==> src/hdl/psra_pkg.sv <==
`timescale 1ns / 1ps
// ----------------------------------------------------------------------------
// psra_pkg
// types and constants of the packet size rate adapter
// ----------------------------------------------------------------------------
package psra_pkg;

    // field and register widths
    localparam int FUNC_W    = 2;
    localparam int SIZE_W    = 16;
    localparam int TARGET_W  = 40;
    localparam int BYTES_W   = 40;
    localparam int PKTS_W    = 32;
    localparam int BITS_W    = 43;
    localparam int DIFF_W    = 44;
    localparam int DIVD_W    = 38;
    localparam int CNT_W     = 6;
    localparam int CFG_IDX_W = 1;
    localparam int CFG_DAT_W = 40;
    localparam int OUT_TDATA_W = 64;

    // request codes
    localparam logic [FUNC_W-1:0] FUNC_SENT = 2'd0;
    localparam logic [FUNC_W-1:0] FUNC_TICK = 2'd1;
    localparam logic [FUNC_W-1:0] FUNC_SIZE = 2'd2;

    // register indexes
    localparam logic [CFG_IDX_W-1:0] CFG_TARGET = 1'b0;
    localparam logic [CFG_IDX_W-1:0] CFG_MAX    = 1'b1;

    // sizes
    localparam logic [SIZE_W-1:0] MIN_SIZE   = 16'd16;
    localparam logic [SIZE_W-1:0] SAT_SIZE   = 16'hFFFF;
    localparam logic [SIZE_W-1:0] MAX_RESET  = 16'd1024;

    typedef enum logic [1:0] {
        S_IDLE,
        S_DIV,
        S_DONE
    } t_state;

    // counter update request
    typedef struct packed {
        logic              sent;
        logic              tick;
        logic [SIZE_W-1:0] bytes;
    } t_cnt_ctrl;

    // divider status
    typedef struct packed {
        logic busy;
        logic done;
    } t_div_stat;

endpackage

==> src/hdl/packet_size_rate_adapter.sv <==
`timescale 1ns / 1ps
// ----------------------------------------------------------------------------
// packet_size_rate_adapter
// picks the next packet size so that a traffic source tracks a target rate
// ----------------------------------------------------------------------------
// channel     | direction | tdata (low bit up)                   | tuser
// s_axis      | in        | sent_bytes[15:0]                     | func[1:0]
// m_axis      | out       | pkt_size[15:0], last_second_bits     | -
//                           [58:16], zero pad [63:59]
// cfg         | in        | index 0 target rate, index 1 max size
//
// a sent event, tick or short-cut size request goes from accept to S_DONE and
// then to the output register; a request that divides first passes S_DIV and
// the 38-step bit-serial divider; one item is in flight at a time, and the next
// is taken while the result still waits on m_axis; reset is synchronous, active low
// ----------------------------------------------------------------------------
module packet_size_rate_adapter (
    input  logic                                  i_clk,
    input  logic                                  i_rst_n,
    // input requests
    input  logic                                  i_s_axis_tvalid,
    output logic                                  o_s_axis_tready,
    input  logic [psra_pkg::SIZE_W-1:0]           i_s_axis_tdata,  // sent_bytes
    input  logic [psra_pkg::FUNC_W-1:0]           i_s_axis_tuser,  // func
    // results
    output logic                                  o_m_axis_tvalid,
    input  logic                                  i_m_axis_tready,
    output logic [psra_pkg::OUT_TDATA_W-1:0]      o_m_axis_tdata,  // pkt_size, last_second_bits
    // configuration
    input  logic                                  i_cfg_we,
    input  logic [psra_pkg::CFG_IDX_W-1:0]        i_cfg_index,
    input  logic [psra_pkg::CFG_DAT_W-1:0]        i_cfg_data
);

    psra_pkg::t_state r_state, n_state;

    logic [psra_pkg::TARGET_W-1:0] r_target;
    logic [psra_pkg::SIZE_W-1:0]   r_max;
    logic                          r_started;
    logic                          r_over;
    logic [psra_pkg::SIZE_W-1:0]   r_size;
    logic                          r_out_valid;
    logic [psra_pkg::SIZE_W-1:0]   r_out_size;
    logic [psra_pkg::BITS_W-1:0]   r_out_bits;

    logic                          w_accept;
    logic                          w_load_out;
    logic                          w_shortcut;
    logic                          w_negative;
    logic                          w_div_start;
    logic [psra_pkg::DIFF_W-1:0]   w_diff;
    logic [psra_pkg::SIZE_W-1:0]   w_clamp;
    logic [psra_pkg::BITS_W-1:0]   w_prev_bits;
    logic [psra_pkg::PKTS_W-1:0]   w_prev_pkts;
    logic [psra_pkg::DIVD_W-1:0]   w_quo;
    psra_pkg::t_cnt_ctrl           w_cnt_ctrl;
    psra_pkg::t_div_stat           w_div_stat;

    // configuration registers
    always_ff @(posedge i_clk) begin
        if (!i_rst_n) begin
            r_target <= '0;
            r_max    <= psra_pkg::MAX_RESET;
        end else if (i_cfg_we) begin
            unique case (i_cfg_index)
                psra_pkg::CFG_TARGET: r_target <= i_cfg_data;
                psra_pkg::CFG_MAX:    r_max    <= i_cfg_data[psra_pkg::SIZE_W-1:0];
                default:              r_target <= r_target;
            endcase
        end
    end

    // counters
    assign w_cnt_ctrl.sent  = w_accept && (i_s_axis_tuser == psra_pkg::FUNC_SENT);
    assign w_cnt_ctrl.tick  = w_accept && (i_s_axis_tuser == psra_pkg::FUNC_TICK);
    assign w_cnt_ctrl.bytes = i_s_axis_tdata;

    psra_counters u_counters (
        .i_clk          (i_clk),
        .i_rst_n        (i_rst_n),
        .i_ctrl         (w_cnt_ctrl),
        .o_prev_bits    (w_prev_bits),
        .o_prev_packets (w_prev_pkts)
    );

    // 2*target - last bits, and the cases that need no division
    assign w_diff     = {3'b000, r_target, 1'b0} - {1'b0, w_prev_bits};
    assign w_negative = w_diff[psra_pkg::DIFF_W-1];
    assign w_shortcut = (r_target == '0) || !r_started
                     || (w_prev_bits == '0) || (w_prev_pkts == '0);
    assign w_div_start = w_accept && (i_s_axis_tuser == psra_pkg::FUNC_SIZE)
                      && !w_shortcut && !w_negative;

    // quotient is (2*target - bits) / 8 / packets
    psra_divider u_divider (
        .i_clk      (i_clk),
        .i_rst_n    (i_rst_n),
        .i_start    (w_div_start),
        .i_dividend (w_diff[psra_pkg::DIVD_W+2:3]),
        .i_divisor  (w_prev_pkts),
        .o_stat     (w_div_stat),
        .o_quotient (w_quo)
    );

    // clamp the quotient
    always_comb begin
        if (r_over) begin
            if (w_quo[psra_pkg::DIVD_W-1:psra_pkg::SIZE_W] != '0) begin
                w_clamp = psra_pkg::SAT_SIZE;
            end else if (w_quo[psra_pkg::SIZE_W-1:0] < psra_pkg::MIN_SIZE) begin
                w_clamp = psra_pkg::MIN_SIZE;
            end else begin
                w_clamp = w_quo[psra_pkg::SIZE_W-1:0];
            end
        end else begin
            if (w_quo > {{(psra_pkg::DIVD_W - psra_pkg::SIZE_W){1'b0}}, r_max}) begin
                w_clamp = r_max;
            end else begin
                w_clamp = w_quo[psra_pkg::SIZE_W-1:0];
            end
        end
    end

    // next state
    always_comb begin
        n_state = r_state;
        unique case (r_state)
            psra_pkg::S_IDLE: begin
                if (w_accept) begin
                    n_state = w_div_start ? psra_pkg::S_DIV : psra_pkg::S_DONE;
                end
            end
            psra_pkg::S_DIV: begin
                if (w_div_stat.done) begin
                    n_state = psra_pkg::S_DONE;
                end
            end
            psra_pkg::S_DONE: begin
                if (w_load_out) begin
                    n_state = psra_pkg::S_IDLE;
                end
            end
            default: n_state = psra_pkg::S_IDLE;
        endcase
    end

    // handshake outputs
    always_comb begin
        o_s_axis_tready = (r_state == psra_pkg::S_IDLE);
        w_load_out      = (r_state == psra_pkg::S_DONE) && (!r_out_valid || i_m_axis_tready);
    end

    assign w_accept = i_s_axis_tvalid && o_s_axis_tready;

    // control registers
    always_ff @(posedge i_clk) begin
        if (!i_rst_n) begin
            r_state     <= psra_pkg::S_IDLE;
            r_started   <= 1'b0;
            r_out_valid <= 1'b0;
        end else begin
            r_state <= n_state;
            if (w_accept && (i_s_axis_tuser == psra_pkg::FUNC_SIZE) && (r_target != '0)) begin
                r_started <= 1'b1;
            end
            if (w_load_out) begin
                r_out_valid <= 1'b1;
            end else if (i_m_axis_tready) begin
                r_out_valid <= 1'b0;
            end
        end
    end

    // result size
    always_ff @(posedge i_clk) begin
        if (w_accept) begin
            r_over <= ({3'b000, r_target} < w_prev_bits);
            if (i_s_axis_tuser != psra_pkg::FUNC_SIZE) begin
                r_size <= '0;
            end else if (w_shortcut) begin
                r_size <= r_max;
            end else begin
                r_size <= psra_pkg::MIN_SIZE;
            end
        end else if (w_div_stat.done) begin
            r_size <= w_clamp;
        end
    end

    // output register
    always_ff @(posedge i_clk) begin
        if (w_load_out) begin
            r_out_size <= r_size;
            r_out_bits <= w_prev_bits;
        end
    end

    assign o_m_axis_tvalid = r_out_valid;
    assign o_m_axis_tdata  = {{(psra_pkg::OUT_TDATA_W - psra_pkg::BITS_W - psra_pkg::SIZE_W){1'b0}},
                              r_out_bits, r_out_size};

endmodule

==> src/hdl/psra_counters.sv <==
`timescale 1ns / 1ps
// ----------------------------------------------------------------------------
// psra_counters
// per-second byte and packet counters with the latched previous second
// ----------------------------------------------------------------------------
module psra_counters (
    input  logic                          i_clk,
    input  logic                          i_rst_n,
    input  psra_pkg::t_cnt_ctrl           i_ctrl,
    output logic [psra_pkg::BITS_W-1:0]   o_prev_bits,
    output logic [psra_pkg::PKTS_W-1:0]   o_prev_packets
);

    logic [psra_pkg::BYTES_W-1:0] r_cur_bytes, n_cur_bytes;
    logic [psra_pkg::PKTS_W-1:0]  r_cur_pkts, n_cur_pkts;
    logic [psra_pkg::BITS_W-1:0]  r_prev_bits, n_prev_bits;
    logic [psra_pkg::PKTS_W-1:0]  r_prev_pkts, n_prev_pkts;
    logic [psra_pkg::BYTES_W:0]   w_sum;

    // saturating sum of bytes
    assign w_sum = {1'b0, r_cur_bytes}
                 + {{(psra_pkg::BYTES_W + 1 - psra_pkg::SIZE_W){1'b0}}, i_ctrl.bytes};

    // next counter values
    always_comb begin
        n_cur_bytes = r_cur_bytes;
        n_cur_pkts  = r_cur_pkts;
        n_prev_bits = r_prev_bits;
        n_prev_pkts = r_prev_pkts;
        if (i_ctrl.sent) begin
            n_cur_bytes = w_sum[psra_pkg::BYTES_W] ? '1 : w_sum[psra_pkg::BYTES_W-1:0];
            if (r_cur_pkts != '1) begin
                n_cur_pkts = r_cur_pkts + 1'b1;
            end
        end else if (i_ctrl.tick) begin
            n_prev_bits = {r_cur_bytes, 3'b000};
            n_prev_pkts = r_cur_pkts;
            n_cur_bytes = '0;
            n_cur_pkts  = '0;
        end
    end

    always_ff @(posedge i_clk) begin
        if (!i_rst_n) begin
            r_cur_bytes <= '0;
            r_cur_pkts  <= '0;
            r_prev_bits <= '0;
            r_prev_pkts <= '0;
        end else begin
            r_cur_bytes <= n_cur_bytes;
            r_cur_pkts  <= n_cur_pkts;
            r_prev_bits <= n_prev_bits;
            r_prev_pkts <= n_prev_pkts;
        end
    end

    assign o_prev_bits    = r_prev_bits;
    assign o_prev_packets = r_prev_pkts;

endmodule

==> src/hdl/psra_divider.sv <==
`timescale 1ns / 1ps
// ----------------------------------------------------------------------------
// psra_divider
// bit-serial restoring divider, one quotient bit per cycle
// ----------------------------------------------------------------------------
module psra_divider (
    input  logic                          i_clk,
    input  logic                          i_rst_n,
    input  logic                          i_start,
    input  logic [psra_pkg::DIVD_W-1:0]   i_dividend,
    input  logic [psra_pkg::PKTS_W-1:0]   i_divisor,
    output psra_pkg::t_div_stat           o_stat,
    output logic [psra_pkg::DIVD_W-1:0]   o_quotient
);

    logic                         r_busy, n_busy;
    logic                         r_done, n_done;
    logic [psra_pkg::CNT_W-1:0]   r_cnt, n_cnt;
    logic [psra_pkg::PKTS_W-1:0]  r_rem, n_rem;
    logic [psra_pkg::DIVD_W-1:0]  r_quo, n_quo;
    logic [psra_pkg::PKTS_W-1:0]  r_div, n_div;
    logic [psra_pkg::PKTS_W:0]    w_trial;
    logic [psra_pkg::PKTS_W:0]    w_diff;
    logic                         w_qbit;

    // one trial subtract per cycle
    assign w_trial = {r_rem, r_quo[psra_pkg::DIVD_W-1]};
    assign w_diff  = w_trial - {1'b0, r_div};
    assign w_qbit  = (w_trial >= {1'b0, r_div});

    always_comb begin
        n_busy = r_busy;
        n_done = 1'b0;
        n_cnt  = r_cnt;
        n_rem  = r_rem;
        n_quo  = r_quo;
        n_div  = r_div;
        if (i_start) begin
            n_busy = 1'b1;
            n_cnt  = psra_pkg::CNT_W'(psra_pkg::DIVD_W - 1);
            n_rem  = '0;
            n_quo  = i_dividend;
            n_div  = i_divisor;
        end else if (r_busy) begin
            n_rem = w_qbit ? w_diff[psra_pkg::PKTS_W-1:0] : w_trial[psra_pkg::PKTS_W-1:0];
            n_quo = {r_quo[psra_pkg::DIVD_W-2:0], w_qbit};
            n_cnt = r_cnt - 1'b1;
            if (r_cnt == '0) begin
                n_busy = 1'b0;
                n_done = 1'b1;
            end
        end
    end

    always_ff @(posedge i_clk) begin
        if (!i_rst_n) begin
            r_busy <= 1'b0;
            r_done <= 1'b0;
            r_cnt  <= '0;
        end else begin
            r_busy <= n_busy;
            r_done <= n_done;
            r_cnt  <= n_cnt;
        end
    end

    // datapath
    always_ff @(posedge i_clk) begin
        r_rem <= n_rem;
        r_quo <= n_quo;
        r_div <= n_div;
    end

    assign o_stat.busy = r_busy;
    assign o_stat.done = r_done;
    assign o_quotient  = r_quo;

endmodule

==> config.mk <==
export PLATFORM = sky130hd
export DESIGN_NAME = packet_size_rate_adapter
export DESIGN_NICKNAME = d
export VERILOG_FILES = /design/src/hdl/psra_pkg.sv /design/src/hdl/packet_size_rate_adapter.sv /design/src/hdl/psra_counters.sv /design/src/hdl/psra_divider.sv
export SDC_FILE = /design/constraint.sdc
export NUM_CORES = 1
export LEC_CHECK = 0
export BUFFER_PORTS_ARGS = -buffer_cell sky130_fd_sc_hd__buf_2
export CORE_AREA = 2 2 189 191
export DETAILED_ROUTE_END_ITERATION = 10
export DIE_AREA = 0 0 191 193
export GPL_TIMING_DRIVEN = 0
export HOLD_SLACK_MARGIN = 0.15
export PLACE_DENSITY_LB_ADDON = 0.08
export SYNTH_ARGS = -nofsm -noshare
export SYNTH_HDL_FRONTEND = slang
export SYNTH_SLANG_ARGS = --single-unit
==> constraint.sdc <==
create_clock -name i_clk -period 6 [get_ports i_clk]
set_input_delay 1.8 -clock i_clk [delete_from_list [all_inputs] [get_ports i_clk]]
set_output_delay 1.8 -clock i_clk [all_outputs]
set_load 0.01 [all_outputs]
==> impl_metrics.tcl <==
set metrics [dict create \
    cp_max_fo 10 \
    post_cts_buffers 0 \
    avgSynthCellArea_um2 8.76 \
    powerDensity_nw_per_um2 278 \
    synth_edf_count 143 \
    ys_top_cells_by_area "dfxtp_1, edfxtp_1, ha_1, nand2_1, a21boi_0" \
    rsz0062_at_grt "no" \
    synth-main-ff-cell "dfxtp_1" \
    fin_crit_ns 4.90 \
    cts_tree "built" \
    first_iter_violations 1423 \
    num_vias 18300 \
    cts_resized 0 \
    power_switching_mw 1.82 \
    hpwlAfterDp_mm 45.0 \
    routedWlPerCell_um 18.8 \
    status "completed" \
    swShare_pct 27.2 \
    cp-start-kind "input pin" \
    syn_area_um2 21300 \
    synth_seq_cells 387 \
    syn_inst 2436 \
    setup.worst_path.class "input pin to flip-flop" \
    hp-class "flip-flop to flip-flop" \
    cts.hold.buffers_added 0 \
    min_period_over_period_pct 81.7 \
    numCtsBuffers 41 \
    h-tree-depth 2 \
    rows 69 \
    clock_latency_ns 0.57 \
    slew_headroom_pct 19.8 \
    die-area_um2 36900 \
    ys_seq_area_share_pct 43.0 \
    cp.arrival_ns 5.35 \
    synthDistinctLibCells 77 \
    routed_wl_mm 58.4 \
    grt_max_degree 42 \
    tns_ns 0 \
    internal_power_mw 4.86 \
    p_leak_nw 9.36 \
    power_mw 6.68 \
    drt-vias-per-instance 5.89 \
    power_frac_seq_pct 43.1 \
    antenna_found_initial 2 \
    required_ns 6.45 \
    yosysTopAreaCellShare_pct 22.9 \
    ios 130 \
    path_clk_slew_ns 0.06 \
    area_growth_pct 12.5 \
    finalSetupViolCount 0 \
    clock_sinks 387 \
    max_clock_freq_mhz 204 \
    core-area_um2 35000 \
    nNetsFinal 2816 \
    die_h_um 193 \
    final_layout_size_suffix_gt1_share_pct 9.05 \
    root_buffer "clkbuf_16" \
    reg2reg_to "u_divider.o_quotient[6]$_DFFE_PP_" \
    hold_violations 0 \
    cts_max_path_buffers 3 \
    r2r_slack_ns 1.84 \
    die_w_um 191 \
    whs_ns 0.414 \
    crit_path_start "i_s_axis_tdata[0]" \
    ys_async_sr_fraction_pct 0 \
    worst-r2r-cell-count 12 \
    fill_cells 2913 \
    cp-end-kind "flip-flop" \
    antenna_left 0 \
    critPathSlowestCell "a2111oi_0" \
    tightest_slew_ns 1.20 \
    comb_power_share_pct 17.5 \
    hp-start "r_size[9]$_DFFE_PP_" \
    drc 0 \
    grt_usage_pct 31.5 \
    min_to "r_out_size[9]$_DFFE_PP_" \
    hold_depth 0 \
    skew_ns 0.0220 \
    yosys_warnings 0 \
    clockPowerShare_pct 39.4 \
    cpPeakStageDelay_ns 0.71 \
    peakVddDrop_mv 0.285 \
    maxCapViolCount 0 \
    grt-ovfl-total 0 \
    gp_congestion 0.934 \
    maxSlewViolCount 0 \
    initial_core_util_pct 61.0 \
    numPortBuffers 120 \
    drt-pass1-iter-count 6 \
    r2r-start "u_counters.o_prev_bits[3]$_SDFFE_PN0P_" \
    crit_chain "buf_2 -> ha_1 -> fa_1 -> a21oi_1 -> o21ai_0 -> a2111oi_0 -> nor4_1 -> nor2_1 -> a21oi_1 -> and2_1 -> clkbuf_1 -> nor2_1 -> a41oi_1 -> o21a_1" \
    grt_pass1_vias 16900 \
    synth_top_area_cell "dfxtp_1" \
    grt_pass1_wl_mm 90.7 \
]
flip-flops by register name, summed over array words and instances (netlist names):
| register | cells |
|---|---|
| r_max | 16 |
| r_target | 40 |
| u_counters.r_cur_bytes | 40 |
| o_m_axis_tvalid | 1 |
| u_counters.r_cur_pkts | 32 |
| u_divider.r_busy | 1 |
| u_counters.o_prev_bits | 40 |
| r_out_size | 16 |
| u_divider.r_cnt | 6 |
| r_over | 1 |
| r_out_bits | 40 |
| r_started | 1 |
| u_divider.r_done | 1 |
| u_divider.o_quotient | 38 |
| r_state | 2 |
| u_divider.r_div | 32 |
| r_size | 16 |
| u_counters.o_prev_packets | 32 |
| u_divider.r_rem | 32 |
per-stage QoR:
step | utilization [%] | instances | area [µm²] | setup WS (ns)
after floorplan | - | 2443 | 21400 | 1.09
after global placement | 64.4 | 3024 | 22500 | -0.333
after detailed placement | 64.6 | 3026 | 22600 | 0.580
after CTS | 68.6 | 3102 | 24000 | 1.14
after global routing | 68.6 | 3102 | 24000 | 0.766
final | 68.6 | 3103 | 24000 | 1.10
Yosys cell counts (all sizes together) (17+ instances only):
cell	n
mux2i	17
nand2	455
ha	141
nor4	42
nor2	110
a21oi	158
a31oi	20
xor2	47
nand2b	22
nand3	46
nor2b	23
nand4	38
inv	119
a21boi	134
nor3	32
xnor2	55
dfxtp	244
clkbuf	101
buf	18
and2	21
a21o	53
o21ai	213
and3	22
edfxtp	143
placed cells by master (no fill, tap or decap), types with 55 or more instances in the layout:
| cell | Yosys | layout |
|---|---|---|
| a21boi_0 | 134 | 134 |
| nand2_1 | 454 | 454 |
| ha_1 | 141 | 141 |
| edfxtp_1 | 143 | 143 |
| o21ai_0 | 191 | 191 |
| xnor2_1 | 55 | 55 |
| a21oi_1 | 149 | 149 |
| clkbuf_1 | 101 | 111 |
| inv_1 | 118 | 118 |
| nor2_1 | 110 | 110 |
| dfxtp_1 | 244 | 244 |
| buf_2 | 3 | 123 |
metal layers:
metal	vias to the layer above	part of all wire [%]	GRT usage [%]
met2	649	44	49.6
met4	2	2.5	10.4
li1	8987	-	-
met3	96	6.8	3.98
met1	8545	46	45.2
met5	-	0.019	0
critical path: cells and delay by family:
kind                     cells  cell delay (ns)
AO/OA/AOI/OAI                6             1.62
AND/OR/NAND/NOR              4             0.95
adder cells (fa/ha/maj)      2             0.63
buffers and inverters        2             0.36
logic make-up after synthesis:
kind of cell,after synthesis,share of synthesized area (%)
buffers and inverters,238,4.52
other,1,0.0176
muxes,21,1.01
and+or+nand+nor,847,18.0
xor gates and xnor gates,102,4.19
DFF,387,43.0
adders and majority gates,144,8.55
AOI/OAI and AO/OA,696,20.7
layout make-up:
type / count / area [µm²] / share of cell area, %
Buffer: 119 / 518 / 2.16
Sequential cell: 387 / 9180 / 38.2
Timing Repair Buffer: 122 / 648 / 2.70
Inverter: 119 / 447 / 1.86
Multi-Input combinational cell: 1818 / 11200 / 46.8
Clock buffer: 59 / 1210 / 5.03
Antenna cell: 1 / 2.50 / 0.0104
Clock inverter: 17 / 199 / 0.829
Tap cell: 461 / 577 / 2.40
how the worst max path moves through the flow:
stage	to	slack, ns	cells after the start
2_1_floorplan	r_out_bits[10]$_DFFE_PP_	1.09	2
4_1_cts	u_counters.r_cur_bytes[19]$_SDFFE_PN0P_	1.14	14
6_report	u_counters.r_cur_bytes[19]$_SDFFE_PN0P_	1.10	14
5_1_grt	u_counters.r_cur_bytes[19]$_SDFFE_PN0P_	0.77	14
3_3_place_gp	r_out_bits[13]$_DFFE_PP_	-0.33	3
3_5_place_dp	u_counters.r_cur_bytes[19]$_SDFFE_PN0P_	0.58	14
power groups by stage:
stage	clock network (mW)	logic (mW)	registers [mW]
6_report	2.63	1.17	2.88
3_3_place_gp	0	1.12	2.93
2_1_floorplan	0	0.848	2.92
5_1_grt	2.76	1.30	2.89
4_1_cts	2.66	1.15	2.88
3_5_place_dp	0	1.14	2.93
(Power assumes the default switching activity.)
